$ cat config.mk
export PLATFORM = sky130hd
export DESIGN_NAME = seven_segment_shift_driver_top
export DESIGN_NICKNAME = d
export VERILOG_FILES = /design/src/hdl/ssd_pkg.sv /design/src/hdl/seven_segment_shift_driver_top.sv /design/src/hdl/ssd_front.sv /design/src/hdl/ssd_fifo.sv /design/src/hdl/ssd_back.sv
export SDC_FILE = /design/constraint.sdc
export NUM_CORES = 1
export LEC_CHECK = 0
export ABC_AREA = 1
export BUFFER_PORTS_ARGS = -buffer_cell sky130_fd_sc_hd__buf_2
export CORE_MARGIN = 5
export CORE_UTILIZATION = 55
export CTS_CLUSTER_DIAMETER = 50
export CTS_CLUSTER_SIZE = 30
export DETAILED_ROUTE_END_ITERATION = 8
export PLACE_DENSITY = 0.8
export SETUP_SLACK_MARGIN = 0.1
export SLEW_MARGIN = 25
export SYNTH_ARGS = -nofsm -noshare
export SYNTH_HDL_FRONTEND = slang
export SYNTH_HIERARCHICAL = 1
export SYNTH_SLANG_ARGS = --single-unit
$ cat constraint.sdc
create_clock -name clk -period 11.9 [get_ports clk]
set_input_delay 1.785 -clock clk [delete_from_list [all_inputs] [get_ports clk]]
set_output_delay 1.785 -clock clk [all_outputs]
set_load 0.1 [all_outputs]
$ cat src/hdl/ssd_pkg.sv
`timescale 1ns / 1ps
// ----------------------------------------------------------------------------
// ssd_pkg
// Shared types, constants and the segment decoder for the seven-segment
// shift-register driver.
// ----------------------------------------------------------------------------
package ssd_pkg;

	localparam logic [1:0] REQ_NUMBER    = 2'd0;
	localparam logic [1:0] REQ_SYMBOL    = 2'd1;
	localparam logic [1:0] REQ_SYMBOL_DP = 2'd2;
	localparam logic [1:0] REQ_CLEAR     = 2'd3;

	localparam logic [3:0]  BLANK_CODE    = 4'd12;
	localparam logic [7:0]  DOT_MASK      = 8'h01;
	localparam logic [3:0]  BITS_PER_BYTE = 4'd8;
	localparam logic [13:0] NUM_MAX       = 14'd9999;
	localparam logic [13:0] SYM_MAX       = 14'd12;
	localparam logic [1:0]  LAST_DIGIT    = 2'd3;

	// v / 10 == (v * 52429) >> 19 for v < 43699
	localparam logic [15:0] RECIP_10      = 16'd52429;
	localparam int          RECIP_SHIFT   = 19;

	localparam int FIFO_DEPTH = 4;
	localparam int FIFO_AW    = $clog2(FIFO_DEPTH);
	localparam int FIFO_CW    = FIFO_AW + 1;

	typedef struct packed {
		logic [7:0] pattern;
		logic       last;
	} ssd_pat_t;

	function automatic logic [7:0] seg_decode(input logic [3:0] code);
		logic [7:0] pat;
		unique case (code)
			4'd0:    pat = 8'd252;
			4'd1:    pat = 8'd96;
			4'd2:    pat = 8'd218;
			4'd3:    pat = 8'd242;
			4'd4:    pat = 8'd102;
			4'd5:    pat = 8'd182;
			4'd6:    pat = 8'd190;
			4'd7:    pat = 8'd224;
			4'd8:    pat = 8'd254;
			4'd9:    pat = 8'd246;
			4'd10:   pat = 8'd1;
			4'd11:   pat = 8'd2;
			default: pat = 8'd0;
		endcase
		return pat;
	endfunction

endpackage

$ cat src/hdl/seven_segment_shift_driver_top.sv
`timescale 1ns / 1ps
// ----------------------------------------------------------------------------
// seven_segment_shift_driver_top
// Seven-segment shift-register driver: requests in, serial bit / latch
// items out.
// ----------------------------------------------------------------------------
// A number or clear request yields 36 items (four patterns of eight data bits
// plus a latch strobe each, ones digit first); a symbol request yields 9. The
// serializer delivers one item per cycle while pop is held high and a pattern
// is queued, paced by its one-bit-per-cycle shifter. The front end converts a
// number one digit per cycle, while the queue has room, into a four-deep
// pattern queue and holds full high until all patterns of the request are
// queued, so the next request is taken while the previous one is still being
// shifted out. The first item of an idle block passes the front-end request
// registers, the queue, the pattern register and the output register.
// ----------------------------------------------------------------------------
module seven_segment_shift_driver_top (
	input  logic        clk,
	input  logic        arst_n,
	input  logic        push,
	output logic        full,
	input  logic [1:0]  req_type,
	input  logic [13:0] operand,
	output logic        empty,
	input  logic        pop,
	output logic        data_bit,
	output logic        latch_pulse,
	output logic        last
);

	ssd_pkg::ssd_pat_t wr_data;
	ssd_pkg::ssd_pat_t rd_data;
	logic              wr_en;
	logic              wr_full;
	logic              rd_en;
	logic              rd_empty;

	ssd_front u_front (
		.clk      (clk),
		.arst_n   (arst_n),
		.push     (push),
		.full     (full),
		.req_type (req_type),
		.operand  (operand),
		.q_push   (wr_en),
		.q_data   (wr_data),
		.q_full   (wr_full)
	);

	ssd_fifo u_fifo (
		.clk      (clk),
		.arst_n   (arst_n),
		.wr_en    (wr_en),
		.wr_data  (wr_data),
		.wr_full  (wr_full),
		.rd_en    (rd_en),
		.rd_data  (rd_data),
		.rd_empty (rd_empty)
	);

	ssd_back u_back (
		.clk         (clk),
		.arst_n      (arst_n),
		.q_pop       (rd_en),
		.q_data      (rd_data),
		.q_empty     (rd_empty),
		.empty       (empty),
		.pop         (pop),
		.data_bit    (data_bit),
		.latch_pulse (latch_pulse),
		.last        (last)
	);

endmodule

$ cat src/hdl/ssd_front.sv
`timescale 1ns / 1ps
// ----------------------------------------------------------------------------
// ssd_front
// Takes requests, splits numbers into decimal digits one per cycle and pushes
// one segment pattern per cycle into the pattern queue while it has room.
// ----------------------------------------------------------------------------
module ssd_front (
	input  logic             clk,
	input  logic             arst_n,
	input  logic             push,
	output logic             full,
	input  logic [1:0]       req_type,
	input  logic [13:0]      operand,
	output logic             q_push,
	output ssd_pkg::ssd_pat_t q_data,
	input  logic             q_full
);

	logic        busy_q;
	logic [1:0]  kind_q;
	logic [13:0] val_q;
	logic [1:0]  idx_q;

	logic        accept;
	logic [29:0] prod;
	logic [10:0] quot;
	logic [13:0] quot_x10;
	logic [3:0]  rem;
	logic [3:0]  code;
	logic [7:0]  pat;
	logic        last;

	assign full   = busy_q;
	assign accept = push && !busy_q;

	assign prod     = 30'(val_q) * 30'(ssd_pkg::RECIP_10);
	assign quot     = prod[29:ssd_pkg::RECIP_SHIFT];
	assign quot_x10 = 14'({quot, 3'b000}) + 14'({quot, 1'b0});
	assign rem      = 4'(val_q - quot_x10);

	always_comb begin
		case (kind_q)
			ssd_pkg::REQ_NUMBER: begin
				// higher digits blank once nothing is left of the number
				code = (idx_q == 2'd0 || val_q != 14'd0) ? rem : ssd_pkg::BLANK_CODE;
				last = (idx_q == ssd_pkg::LAST_DIGIT);
			end
			ssd_pkg::REQ_CLEAR: begin
				code = ssd_pkg::BLANK_CODE;
				last = (idx_q == ssd_pkg::LAST_DIGIT);
			end
			default: begin
				code = val_q[3:0];
				last = 1'b1;
			end
		endcase
		pat = ssd_pkg::seg_decode(code);
		if (kind_q == ssd_pkg::REQ_SYMBOL_DP)
			pat = pat ^ ssd_pkg::DOT_MASK;
	end

	assign q_push         = busy_q && !q_full;
	assign q_data.pattern = pat;
	assign q_data.last    = last;

	always_ff @(posedge clk or negedge arst_n) begin
		if (!arst_n) begin
			busy_q <= 1'b0;
		end else if (accept) begin
			busy_q <= 1'b1;
		end else if (q_push && last) begin
			busy_q <= 1'b0;
		end
	end

	always_ff @(posedge clk) begin
		if (accept) begin
			kind_q <= req_type;
			idx_q  <= 2'd0;
			if (req_type == ssd_pkg::REQ_NUMBER)
				val_q <= (operand > ssd_pkg::NUM_MAX) ? ssd_pkg::NUM_MAX : operand;
			else
				val_q <= (operand > ssd_pkg::SYM_MAX) ? ssd_pkg::SYM_MAX : operand;
		end else if (q_push) begin
			val_q <= 14'(quot);
			idx_q <= idx_q + 2'd1;
		end
	end

	a_no_push_full: assert property (@(posedge clk) disable iff (!arst_n)
		q_full |-> !q_push) else $error("pattern pushed into full queue");
	a_num_range: assert property (@(posedge clk) disable iff (!arst_n)
		busy_q && kind_q == ssd_pkg::REQ_NUMBER |-> val_q <= ssd_pkg::NUM_MAX)
		else $error("number out of range");
	a_symbol_single: assert property (@(posedge clk) disable iff (!arst_n)
		q_push && (kind_q == ssd_pkg::REQ_SYMBOL || kind_q == ssd_pkg::REQ_SYMBOL_DP)
		|=> !busy_q) else $error("symbol request produced more than one pattern");

endmodule

$ cat src/hdl/ssd_fifo.sv
`timescale 1ns / 1ps
// ----------------------------------------------------------------------------
// ssd_fifo
// Short pattern queue between the request front end and the serializer.
// ----------------------------------------------------------------------------
module ssd_fifo (
	input  logic              clk,
	input  logic              arst_n,
	input  logic              wr_en,
	input  ssd_pkg::ssd_pat_t wr_data,
	output logic              wr_full,
	input  logic              rd_en,
	output ssd_pkg::ssd_pat_t rd_data,
	output logic              rd_empty
);

	ssd_pkg::ssd_pat_t                 mem_q [ssd_pkg::FIFO_DEPTH];
	logic [ssd_pkg::FIFO_AW-1:0]       wr_ptr_q;
	logic [ssd_pkg::FIFO_AW-1:0]       rd_ptr_q;
	logic [ssd_pkg::FIFO_CW-1:0]       count_q;

	logic do_wr;
	logic do_rd;

	assign wr_full  = (count_q == ssd_pkg::FIFO_CW'(ssd_pkg::FIFO_DEPTH));
	assign rd_empty = (count_q == '0);
	assign do_wr    = wr_en && !wr_full;
	assign do_rd    = rd_en && !rd_empty;
	assign rd_data  = mem_q[rd_ptr_q];

	always_ff @(posedge clk or negedge arst_n) begin
		if (!arst_n) begin
			wr_ptr_q <= '0;
			rd_ptr_q <= '0;
			count_q  <= '0;
		end else begin
			if (do_wr)
				wr_ptr_q <= wr_ptr_q + 1'b1;
			if (do_rd)
				rd_ptr_q <= rd_ptr_q + 1'b1;
			if (do_wr && !do_rd)
				count_q <= count_q + 1'b1;
			else if (do_rd && !do_wr)
				count_q <= count_q - 1'b1;
		end
	end

	always_ff @(posedge clk) begin
		if (do_wr)
			mem_q[wr_ptr_q] <= wr_data;
	end

	a_count_max: assert property (@(posedge clk) disable iff (!arst_n)
		count_q <= ssd_pkg::FIFO_CW'(ssd_pkg::FIFO_DEPTH)) else $error("queue overflow");
	a_ptr_gap: assert property (@(posedge clk) disable iff (!arst_n)
		count_q != ssd_pkg::FIFO_CW'(ssd_pkg::FIFO_DEPTH) |->
		ssd_pkg::FIFO_AW'(wr_ptr_q - rd_ptr_q) == ssd_pkg::FIFO_AW'(count_q))
		else $error("queue pointers disagree with count");
	a_rd_empty: assert property (@(posedge clk) disable iff (!arst_n)
		rd_empty |=> $stable(rd_ptr_q)) else $error("read from empty queue");

endmodule

$ cat src/hdl/ssd_back.sv
`timescale 1ns / 1ps
// ----------------------------------------------------------------------------
// ssd_back
// Serializer: shifts each queued pattern out LSB first, one bit per item,
// then a latch strobe item, into a one-entry output register.
// ----------------------------------------------------------------------------
module ssd_back (
	input  logic              clk,
	input  logic              arst_n,
	output logic              q_pop,
	input  ssd_pkg::ssd_pat_t q_data,
	input  logic              q_empty,
	output logic              empty,
	input  logic              pop,
	output logic              data_bit,
	output logic              latch_pulse,
	output logic              last
);

	logic       active_q;
	logic [7:0] pat_q;
	logic       last_q;
	logic [3:0] cnt_q;

	logic       out_valid_q;
	logic       out_data_q;
	logic       out_latch_q;
	logic       out_last_q;

	logic step;
	logic at_latch;
	logic load;

	assign step     = active_q && (!out_valid_q || pop);
	assign at_latch = (cnt_q == ssd_pkg::BITS_PER_BYTE);
	// next pattern is taken in the same cycle as the latch strobe goes out
	assign load     = !q_empty && (!active_q || (step && at_latch));
	assign q_pop    = load;

	assign empty       = !out_valid_q;
	assign data_bit    = out_data_q;
	assign latch_pulse = out_latch_q;
	assign last        = out_last_q;

	always_ff @(posedge clk or negedge arst_n) begin
		if (!arst_n) begin
			active_q    <= 1'b0;
			cnt_q       <= 4'd0;
			out_valid_q <= 1'b0;
		end else begin
			if (step)
				out_valid_q <= 1'b1;
			else if (pop)
				out_valid_q <= 1'b0;

			if (load) begin
				active_q <= 1'b1;
				cnt_q    <= 4'd0;
			end else if (step) begin
				if (at_latch)
					active_q <= 1'b0;
				cnt_q <= cnt_q + 4'd1;
			end
		end
	end

	always_ff @(posedge clk) begin
		if (step) begin
			out_data_q  <= at_latch ? 1'b0 : pat_q[0];
			out_latch_q <= at_latch;
			out_last_q  <= at_latch && last_q;
		end
		if (load) begin
			pat_q  <= q_data.pattern;
			last_q <= q_data.last;
		end else if (step) begin
			pat_q  <= {1'b0, pat_q[7:1]};
		end
	end

	a_cnt_range: assert property (@(posedge clk) disable iff (!arst_n)
		active_q |-> cnt_q <= ssd_pkg::BITS_PER_BYTE) else $error("bit count out of range");
	a_last_on_latch: assert property (@(posedge clk) disable iff (!arst_n)
		out_valid_q && out_last_q |-> out_latch_q) else $error("last flag off a latch item");
	a_latch_zero: assert property (@(posedge clk) disable iff (!arst_n)
		out_valid_q && out_latch_q |-> !out_data_q) else $error("data set on latch item");
	a_no_overwrite: assert property (@(posedge clk) disable iff (!arst_n)
		out_valid_q && !pop |=> out_valid_q) else $error("result dropped");

endmodule
After elaboration in Yosys (flattened, before gate mapping)

Memories as Yosys holds them, arrays and structs flattened.
Index checks and enable logic that the tools add are counted.

Input bits: 20
Bits in writable memories: 36
Register bits: 44
Bits in read-only memories: 128
Memories kept: 2

Memory list:

| memory           | words | width | rd ports | clocked after memory_dff | write ports | line           | RTL |
|---|---|---|---|---|---|---|---|
| (name not given) | 16    | 8     | 1        | 0                        | 0           | ssd_pkg.sv:36  | `unique case (code)` |
| u_fifo.mem_q     | 4     | 9     | 1        | 0                        | 1           | ssd_fifo.sv:17 | `ssd_pkg::ssd_pat_t mem_q [ssd_pkg::FIFO_DEPTH];` |

Reductions and logical operators: 34
Multiply operators: 1
$add $sub $neg: 8
Mux-type cells: 24
Bitwise operators: 1
Equal/unequal tests: 5
Order comparisons: 2

Operators with widths:

| kind                                                                             | count |
|---|---|
| 14-bit 2-to-1 mux                                                                | 5 |
| 14-bit by 16-bit multiplier with 30-bit output, second input constant            | 1 |
| 8-bit 2-to-1 mux                                                                 | 2 |
| 14-bit greater-than comparator, second input constant                            | 1 |
| 14-bit by 4-bit greater-than comparator with 1-bit output, second input constant | 1 |
| 14-bit nonzero test                                                              | 1 |
| 4-bit 2-to-1 mux                                                                 | 3 |
| 2-bit nonzero test                                                               | 6 |
| 1-bit logical AND                                                                | 11 |
| 1-bit 2-to-1 mux                                                                 | 11 |
| 4-bit one-hot mux with 2 select lines                                            | 1 |
| 1-bit logical NOT                                                                | 7 |
| 2-bit by 1-bit adder with 2-bit output, second input constant                    | 3 |
| 2-bit equality test, second input constant                                       | 3 |
| 2-bit logical NOT                                                                | 3 |
| 3-bit 2-to-1 mux                                                                 | 2 |
| 4-bit by 1-bit adder with 4-bit output, second input constant                    | 1 |
| 4-bit adder                                                                      | 1 |
| 4-bit equality test, second input constant                                       | 1 |
| 4-bit subtractor                                                                 | 1 |
| 3-bit by 1-bit adder with 3-bit output, second input constant                    | 1 |
| 3-bit equality test, second input constant                                       | 1 |
| 3-bit logical NOT                                                                | 1 |
| 1-bit logical OR                                                                 | 3 |
| 4 further kinds                                                                  | 4 |

Depth between registers and ports, before layout

Gate-level depths: netlist (run 1).

Word-level depth: 10
Mapped depth: 33
Gate-level depth less buffers: 33

Modules after synthesis

The synthesis (run 1) kept the hierarchy.

By module, submodules not included:

| module    | cells an instance | sequential area each (um^2) | area an instance (um^2) | instances |
|---|---|---|---|---|
| ssd_front | 626               | 545.5                       | 5084.9                  | 1 |
| ssd_fifo  | 165               | 1256.2                      | 1883.1                  | 1 |
| ssd_back  | 86                | 510.5                       | 857.1                   | 1 |

Worst setup path after synthesis (run 1)

OpenSTA, ideal clock, no wires.

Path type: reg2reg
Start point: register u_front.val_q[12]
End point: memory u_fifo/mem_q[0][5] (netlist bit), data pin
Arrival time: 5700 ps
Slack: 5934 ps
Cell stages (with the launch flop): 31
Path through: edfxtp_1 inv_1 ha_1 inv_1 fa_1 fa_1 fa_1 inv_1 fa_1 inv_1 fa_1 inv_1 ha_1 nand2_1 nor2_1 inv_1 nor3_2 nand2_1 nand2_1 nand2_1 nand2_1 inv_1 ha_1 nor3_1 a21oi_1 inv_1 ha_1 nand2_1 nand2_1 nand3_1 nand2_1

RTL lines:

| element                | line            | RTL |
|---|---|---|
| from (decl)            | ssd_front.sv:21 | `logic [13:0] val_q;` |
| from (signal assigned) | ssd_front.sv:81 | `val_q <= (operand > ssd_pkg::NUM_MAX) ? ssd_pkg::NUM_MAX : operand;` |
| from (signal assigned) | ssd_front.sv:83 | `val_q <= (operand > ssd_pkg::SYM_MAX) ? ssd_pkg::SYM_MAX : operand;` |
| from (signal assigned) | ssd_front.sv:85 | `val_q <= 14'(quot);` |
| to (decl)              | ssd_fifo.sv:17  |  |

==> flow_metrics.py, run 1 <==
metrics = {
    "placed_design": {
        "gp_congestion": 0.942,
        "portBuffers": 24,
        "pre_cts_ws_ns": 5.19,
        "placed_area_mm2": 0.00811,
        "hpwlAfterDp_um": 13300,
        "dp.cells": 1073,
    },
    "die": {
        "die_y_um": 129,
        "fp.dieArea_mm2": 0.0167,
        "io_pins": 25,
        "coreArea_mm2": 0.0139,
        "rows": 43,
        "die_w_um": 129,
        "initial_core_util_pct": 56.2,
    },
    "detailed_routing": {
        "routed_wl_um": 16300,
        "drt-pass1-iter-count": 5,
        "drc": 0,
        "vias": 5787,
        "first_iter_violations": 415,
        "vias_per_cell": 5.31,
        "ant_nets": 0,
        "wire_per_inst_um": 15.0,
    },
    "logic_synthesis": {
        "synth_top_area_share_pct": 24.6,
        "syn_area_mm2": 0.00783,
        "ys_top_cells_by_count": "inv_1 (191), nand2_1 (180), ha_1 (129)",
        "async_flop_share_pct": 17.5,
        "yosys-top-cells-area": "edfxtp_1 (25%), ha_1 (21%), fa_1 (14%)",
        "synth.most_common_cell": "inv_1",
        "synth.avg_cell_area_um2": 8.92,
        "syn_nets": 1081,
        "synthFlopType": "edfxtp_1",
        "synthCells": 877,
        "synth_seq_cells": 80,
        "synth_cell_type_count": 41,
        "ys_warn_count": 6,
        "synth.largest_area_cell": "edfxtp_1",
        "synth-seq-area-share_pct": 29.5,
        "synth_edf_count": 64,
    },
    "critical_path": {
        "r2r_setup_slack_ns": 5.12,
        "crit_path_start_kind": "flop",
        "crit_type": "flop to flop",
        "worst_setup_path_end_kind": "flop",
        "reg2reg_to": "u_fifo/mem_q[0][8]$_DFFE_PP_",
        "crit_arrival_ns": 6.96,
        "rr_startpoint": "u_front/val_q[8]$_DFFE_PP_",
        "crit_required_ns": 12.09,
        "cp_max_fo": 11,
        "r2r_cells": 27,
    },
    "cts": {
        "cts_setup_buffers": 0,
        "ctsRootBufferMaster": "clkbuf_16",
        "cts_resized": 0,
        "cts_tree": "yes",
        "cts_sinks": 80,
        "cts_hold_buf": 0,
        "cts.htree.levels": 3,
        "clockBufferDepth": 2,
        "cts_buffers": 9,
        "path_clk_slew_ns": 0.07,
        "clock_latency_ns": 0.34,
    },
    "cells_and_area": {
        "nets": 1108,
        "seqCellArea_mm2": 0.00231,
        "fill_cells": 1123,
        "drive_gt1_share_pct": 7.59,
        "final_cells": 1089,
        "antenna_cells": 0,
        "area_delta_synth_final_pct": 7.63,
        "final_area_mm2": 0.00842,
        "multi_input_area_mm2": 0.00472,
    },
    "worst_hold_path": {
        "worstHoldPathCells": 2,
        "holdPathEnd": "u_fifo/count_q[2]$_DFFE_PN0P_",
        "min-delay-start": "u_fifo/count_q[2]$_DFFE_PN0P_",
        "min_path_type": "flop to flop",
    },
    "timing": {
        "post-route-period-util_pct": 57.0,
        "fmaxAchievable_mhz": 148,
        "period_minus_slack_ns": 6.78,
        "worst_pin_slew_ns": 0.881,
        "relSlewSlack_pct": 41.1,
        "setup_viol": 0,
        "fin_ws_ns": 5.12,
        "drv_slew": 0,
        "hold_viol": 0,
        "clock_skew_ns": 0.0124,
        "setup_tns_ns": 0,
        "grt_setup_unrepaired": "no",
    },
    "global_route": {
        "track_usage_pct": 21.7,
        "antenna_found_initial": 0,
        "grt_pass1_wl_um": 28400,
        "grt_overflow": 0,
        "grt_max_degree": 38,
        "grt_pass1_vias": 5936,
    },
    "run_status": {
        "status": "finished clean",
    },
    "flow_run": {
        "drv_cap": 0,
    },
}
-- metrics by stage --
stage                     utilization [%]  hold WS, ns
after global placement               58.2        0.484
final                                60.4        0.502
after detailed placement             58.2        0.490
after floorplan                         -        0.463
after CTS                            60.4        0.507
after global routing                 60.4        0.535
-- worst max path at each step --
| stage | slack, ns | endpoint | start | cells past startpoint |
|---|---|---|---|---|
| 6_report | 5.12 | u_fifo/mem_q[0][8]$_DFFE_PP_ | u_front/val_q[8]$_DFFE_PP_ | 27 |
| 5_1_grt | 4.56 | u_fifo/mem_q[2][8]$_DFFE_PP_ | u_front/val_q[8]$_DFFE_PP_ | 29 |
| 4_1_cts | 5.12 | u_fifo/mem_q[0][8]$_DFFE_PP_ | u_front/val_q[8]$_DFFE_PP_ | 27 |
| 3_5_place_dp | 5.19 | u_fifo/mem_q[1][8]$_DFFE_PP_ | u_front/val_q[8]$_DFFE_PP_ | 29 |
| 3_3_place_gp | 5.42 | u_fifo/mem_q[0][8]$_DFFE_PP_ | u_front/val_q[8]$_DFFE_PP_ | 27 |
| 2_1_floorplan | 5.93 | u_fifo/mem_q[0][5]$_DFFE_PP_ | u_front/val_q[12]$_SDFFCE_PN0P_ | 30 |
-- area by class of cell --
cell class / count / area share (%)
multi-input combinational: 596 / 56.1
sequential: 80 / 27.5
inverter: 193 / 8.60
clock buffer: 11 / 3.27
tap: 180 / 2.67
timing repair buffer: 24 / 1.43
clock inverter: 5 / 0.490
-- critical path, stage by stage (launching register included) --
cell      delay [ns]
edfxtp_1        0.48
inv_1           0.12
ha_1            0.32
inv_1           0.05
fa_1            0.58
fa_1            0.49
fa_1            0.55
inv_1           0.05
fa_1            0.50
inv_1           0.05
fa_1            0.51
inv_1           0.04
ha_1            0.30
nand2_1         0.09
nor3_1          0.24
nand4_1         0.11
nand3_1         0.16
xor2_1          0.26
ha_1            0.31
xnor2_1         0.14
o21ai_1         0.12
nand2_1         0.06
o21ai_1         0.31
inv_1           0.15
or2_2           0.31
o21ai_0         0.08
nand3_1         0.09
nand2_1         0.13
-- per-layer routing --
layer  global-route usage, %  vias up  routed length (um)
li1                        -     2875                   -
met1                    29.7     2696                7270
met2                    34.6      179                7370
met3                    4.70       37                1230
met4                    6.86        0                 456
met5                       0        -                   0
-- flip-flops by register name (all words and copies together) (netlist names) --
register / count
u_back/latch_pulse: 1
u_back/data_bit: 1
u_back/last: 1
u_front/idx_q: 2
u_back/pat_q: 8
u_front/full: 1
u_back/active_q: 1
u_back/out_valid_q: 1
u_fifo/rd_ptr_q: 2
u_back/last_q: 1
u_back/cnt_q: 4
u_fifo/count_q: 3
u_fifo/mem_q: 36
u_fifo/wr_ptr_q: 2
u_front/kind_q: 2
u_front/val_q: 14
-- cells by family (layout without fill, tap and decap cells) --
kind of cell    after synthesis  in the layout  synth area share [%]
simple gates                313            313                  17.7
buf+inv                     201            233                  10.1
fa+ha+maj                   184            184                  34.7
compound gates               90             90                  6.92
flops                        80             80                  29.5
xor+xnor                      9              9                  1.01
-- cells in the final DEF, fill, tap and decap left out, types with 4 or more instances in the layout --
cell type / instances
nand2_2: 6
buf_2: 24
dfrtp_1: 14
nor3_1: 5
or2_2: 6
inv_1: 191
nand2_1: 180
nor2_1: 47
xnor2_1: 5
o211ai_1: 21
o21ai_0: 29
nand2_4: 4
xor2_1: 4
o21ai_1: 5
a31oi_1: 4
ha_1: 129
a21oi_1: 23
edfxtp_1: 64
clkbuf_16: 11
fa_1: 55
nand3_1: 41
nand4_1: 6
Power of run 1 is not shown: default switching activity piles up to over one toggle a cycle in this logic, so the estimate is an artifact.
==> run 2, diff against run 1 <==
--- a/config.mk
+++ b/config.mk
@@ -12,7 +12,7 @@
 export CTS_CLUSTER_DIAMETER = 50
 export CTS_CLUSTER_SIZE = 30
 export DETAILED_ROUTE_END_ITERATION = 8
-export PLACE_DENSITY = 0.8
+export PLACE_DENSITY = 0.83
 export SETUP_SLACK_MARGIN = 0.1
 export SLEW_MARGIN = 25
 export SYNTH_ARGS = -nofsm -noshare
==> constraint.sdc (replaced) <==
create_clock -name clk -period 6.1 [get_ports clk]
set_input_delay 0.915 -clock clk [delete_from_list [all_inputs] [get_ports clk]]
set_output_delay 0.915 -clock clk [all_outputs]
set_load 0.1 [all_outputs]
==> run 2 against run 1 <==
Net effect:
- utilization rose by 5.9 points
- design area is 9.7% higher
- hold slack worse by 0.033 ns
- critical path depth decreased by 1
- die area did not move
- sequential share of layout area is 2.4 points lower
- global-route usage rose by 1.3 points
- routed wire length rose by 17%
- first-iteration DRC count grew 21%
- fmax rose by 14%
- highest routed layer unchanged
- clock skew decreased by 0.0040 ns
==> flow_metrics.py, run 2 (same netlist as run 1, synthesis figures left out) <==
metrics = {
    "run_status": {
        "status": "finished clean",
    },
    "cells_and_area": {
        "reg_top3": "u_fifo/mem_q (36), u_front/val_q (14), u_back/pat_q (8)",
        "area_delta_synth_final_pct": 18.1,
        "top_register": "u_fifo/mem_q",
        "multi_input_area_mm2": 0.00522,
        "antenna_cells": 0,
        "largest_reg_flops": 36,
        "drive_gt1_share_pct": 21.4,
        "seqCellArea_mm2": 0.00231,
        "layout_commonest_cell": "inv_1",
        "nets": 1155,
        "fill_cells": 978,
        "layout_common_cells": "inv_1 (175), nand2_1 (160), ha_1 (107), edfxtp_1 (64), fa_1 (48)",
    },
    "critical_path": {
        "crit_required_ns": 6.17,
        "cp_max_fo": 4,
        "crit_arrival_ns": 6.03,
        "r2r_cells": 26,
        "rr_startpoint": "u_front/val_q[12]$_SDFFCE_PN0P_",
        "worst_setup_path_end_kind": "flop",
        "worstSetupStartpoint": "u_front/val_q[12]$_SDFFCE_PN0P_",
        "crit_path_start_kind": "flop",
        "reg2reg_to": "u_fifo/mem_q[1][5]$_DFFE_PP_",
        "crit_type": "flop to flop",
        "r2r_setup_slack_ns": 0.15,
        "cp-endpoint": "u_fifo/mem_q[1][5]$_DFFE_PP_",
    },
    "detailed_routing": {
        "drt-met1-wl_um": 7740,
        "drt-pass1-iter-count": 5,
        "wl_met2_um": 8960,
        "first_iter_violations": 501,
        "vias": 6297,
        "routed_wl_um": 19200,
        "route.met3.wl_um": 1680,
        "ant_nets": 0,
        "drc": 0,
        "vias_per_cell": 5.54,
        "wire_per_inst_um": 16.9,
        "top_layer": "met4",
    },
    "die": {
        "die_w_um": 129,
        "die_y_um": 129,
        "fp.dieArea_mm2": 0.0167,
        "coreArea_mm2": 0.0139,
        "initial_core_util_pct": 56.2,
        "io_pins": 25,
        "rows": 43,
    },
    "cts": {
        "clockBufferDepth": 2,
        "cts_sinks": 80,
        "cts_hold_buf": 0,
        "path_clk_slew_ns": 0.06,
        "clock_latency_ns": 0.33,
        "ctsRootBufferMaster": "clkbuf_16",
        "cts_tree": "yes",
        "cts.htree.levels": 3,
        "cts_buffers": 9,
    },
    "placed_design": {
        "portBuffers": 24,
        "gp_congestion": 0.950,
        "pre_cts_ws_ns": -0.215,
        "hpwlAfterDp_um": 14200,
    },
    "global_route": {
        "grt_max_degree": 38,
        "track_usage_pct": 23.0,
        "grt_pass1_wl_um": 30200,
        "antenna_found_initial": 0,
        "grt_overflow": 0,
        "grt_pass1_vias": 6248,
    },
    "worst_hold_path": {
        "min_path_type": "primary input to async pin",
    },
    "timing": {
        "clock_skew_ns": 0.00840,
        "period_minus_slack_ns": 5.95,
        "worst_pin_slew_ns": 1.02,
        "drv_slew": 0,
        "post-route-period-util_pct": 97.6,
        "hold_viol": 0,
        "fmaxAchievable_mhz": 168,
        "setup_viol": 0,
        "fin_ws_ns": 0.149,
        "relSlewSlack_pct": 32.0,
        "grt_setup_unrepaired": "yes",
        "setup_tns_ns": 0,
    },
    "flow_run": {
        "drv_cap": 0,
    },
}
-- run 2: per-layer routing --
| metal | global-route usage, % | up-vias |
|---|---|---|
| li1 | - | 2971 |
| met1 | 30.4 | 2947 |
| met2 | 37.5 | 306 |
| met3 | 4.20 | 73 |
| met4 | 9.57 | 0 |
| met5 | 0 | - |
-- run 2: final cells by class --
cell class | instances | area share [%]
Multi-Input combinational cell | 596 | 56.5
Sequential cell | 80 | 25.0
Inverter | 193 | 7.87
Timing Repair Buffer | 71 | 5.24
Clock buffer | 10 | 2.48
Tap cell | 180 | 2.44
Clock inverter | 6 | 0.474
-- run 2: critical path: stages (launching register included) --
cell      delay, ns
edfxtp_1       0.41
buf_6          0.14
ha_4           0.26
inv_2          0.04
fa_2           0.58
fa_2           0.44
fa_1           0.53
inv_1          0.06
fa_1           0.53
fa_2           0.47
ha_4           0.31
nand2_1        0.17
nor3_4         0.23
nand2_1        0.09
nand2_1        0.08
nand2_2        0.06
nand2_2        0.08
inv_1          0.06
ha_4           0.26
nor3_2         0.04
a21oi_2        0.18
inv_2          0.07
ha_1           0.29
nand2_2        0.09
nand2_1        0.06
nand3_1        0.08
nand2_2        0.08
-- run 2: worst min path at each step --
stage / slack (ns) / end / depth (start not counted) / startpoint
finish: 0.47 / u_fifo/count_q[2]$_DFFE_PN0P_ / 1 / arst_n
global placement: 0.49 / u_fifo/count_q[2]$_DFFE_PN0P_ / 2 / u_fifo/count_q[2]$_DFFE_PN0P_
detailed placement: 0.50 / u_back/pat_q[6]$_DFFE_PP_ / 2 / u_back/pat_q[7]$_SDFFCE_PP0P_
CTS: 0.47 / u_back/out_valid_q$_DFFE_PN0P_ / 1 / arst_n
floorplan: 0.46 / u_fifo/count_q[2]$_DFFE_PN0P_ / 2 / u_fifo/count_q[2]$_DFFE_PN0P_
global route: 0.49 / u_back/out_valid_q$_DFFE_PN0P_ / 1 / arst_n
-- run 2: through the flow --
stage / hold WS (ns) / instance area, um2 / util (%) / cells
floorplan: 0.463 / 7830 / - / 877
global placement: 0.486 / 8320 / 59.7 / 1101
detailed placement: 0.498 / 8320 / 59.7 / 1101
CTS: 0.469 / 8880 / 63.8 / 1130
global route: 0.490 / 9240 / 66.3 / 1136
finish: 0.470 / 9240 / 66.3 / 1136
-- run 2: repair_timing --
item                                    in CTS  in global routing
buffers inserted                            13                  5
cloned                                       0                  1
endpoints found under the setup margin      32                 34
pin swaps                                   34                 22
resized for setup                           47                 71
Power of run 2 is left out for the same reason.
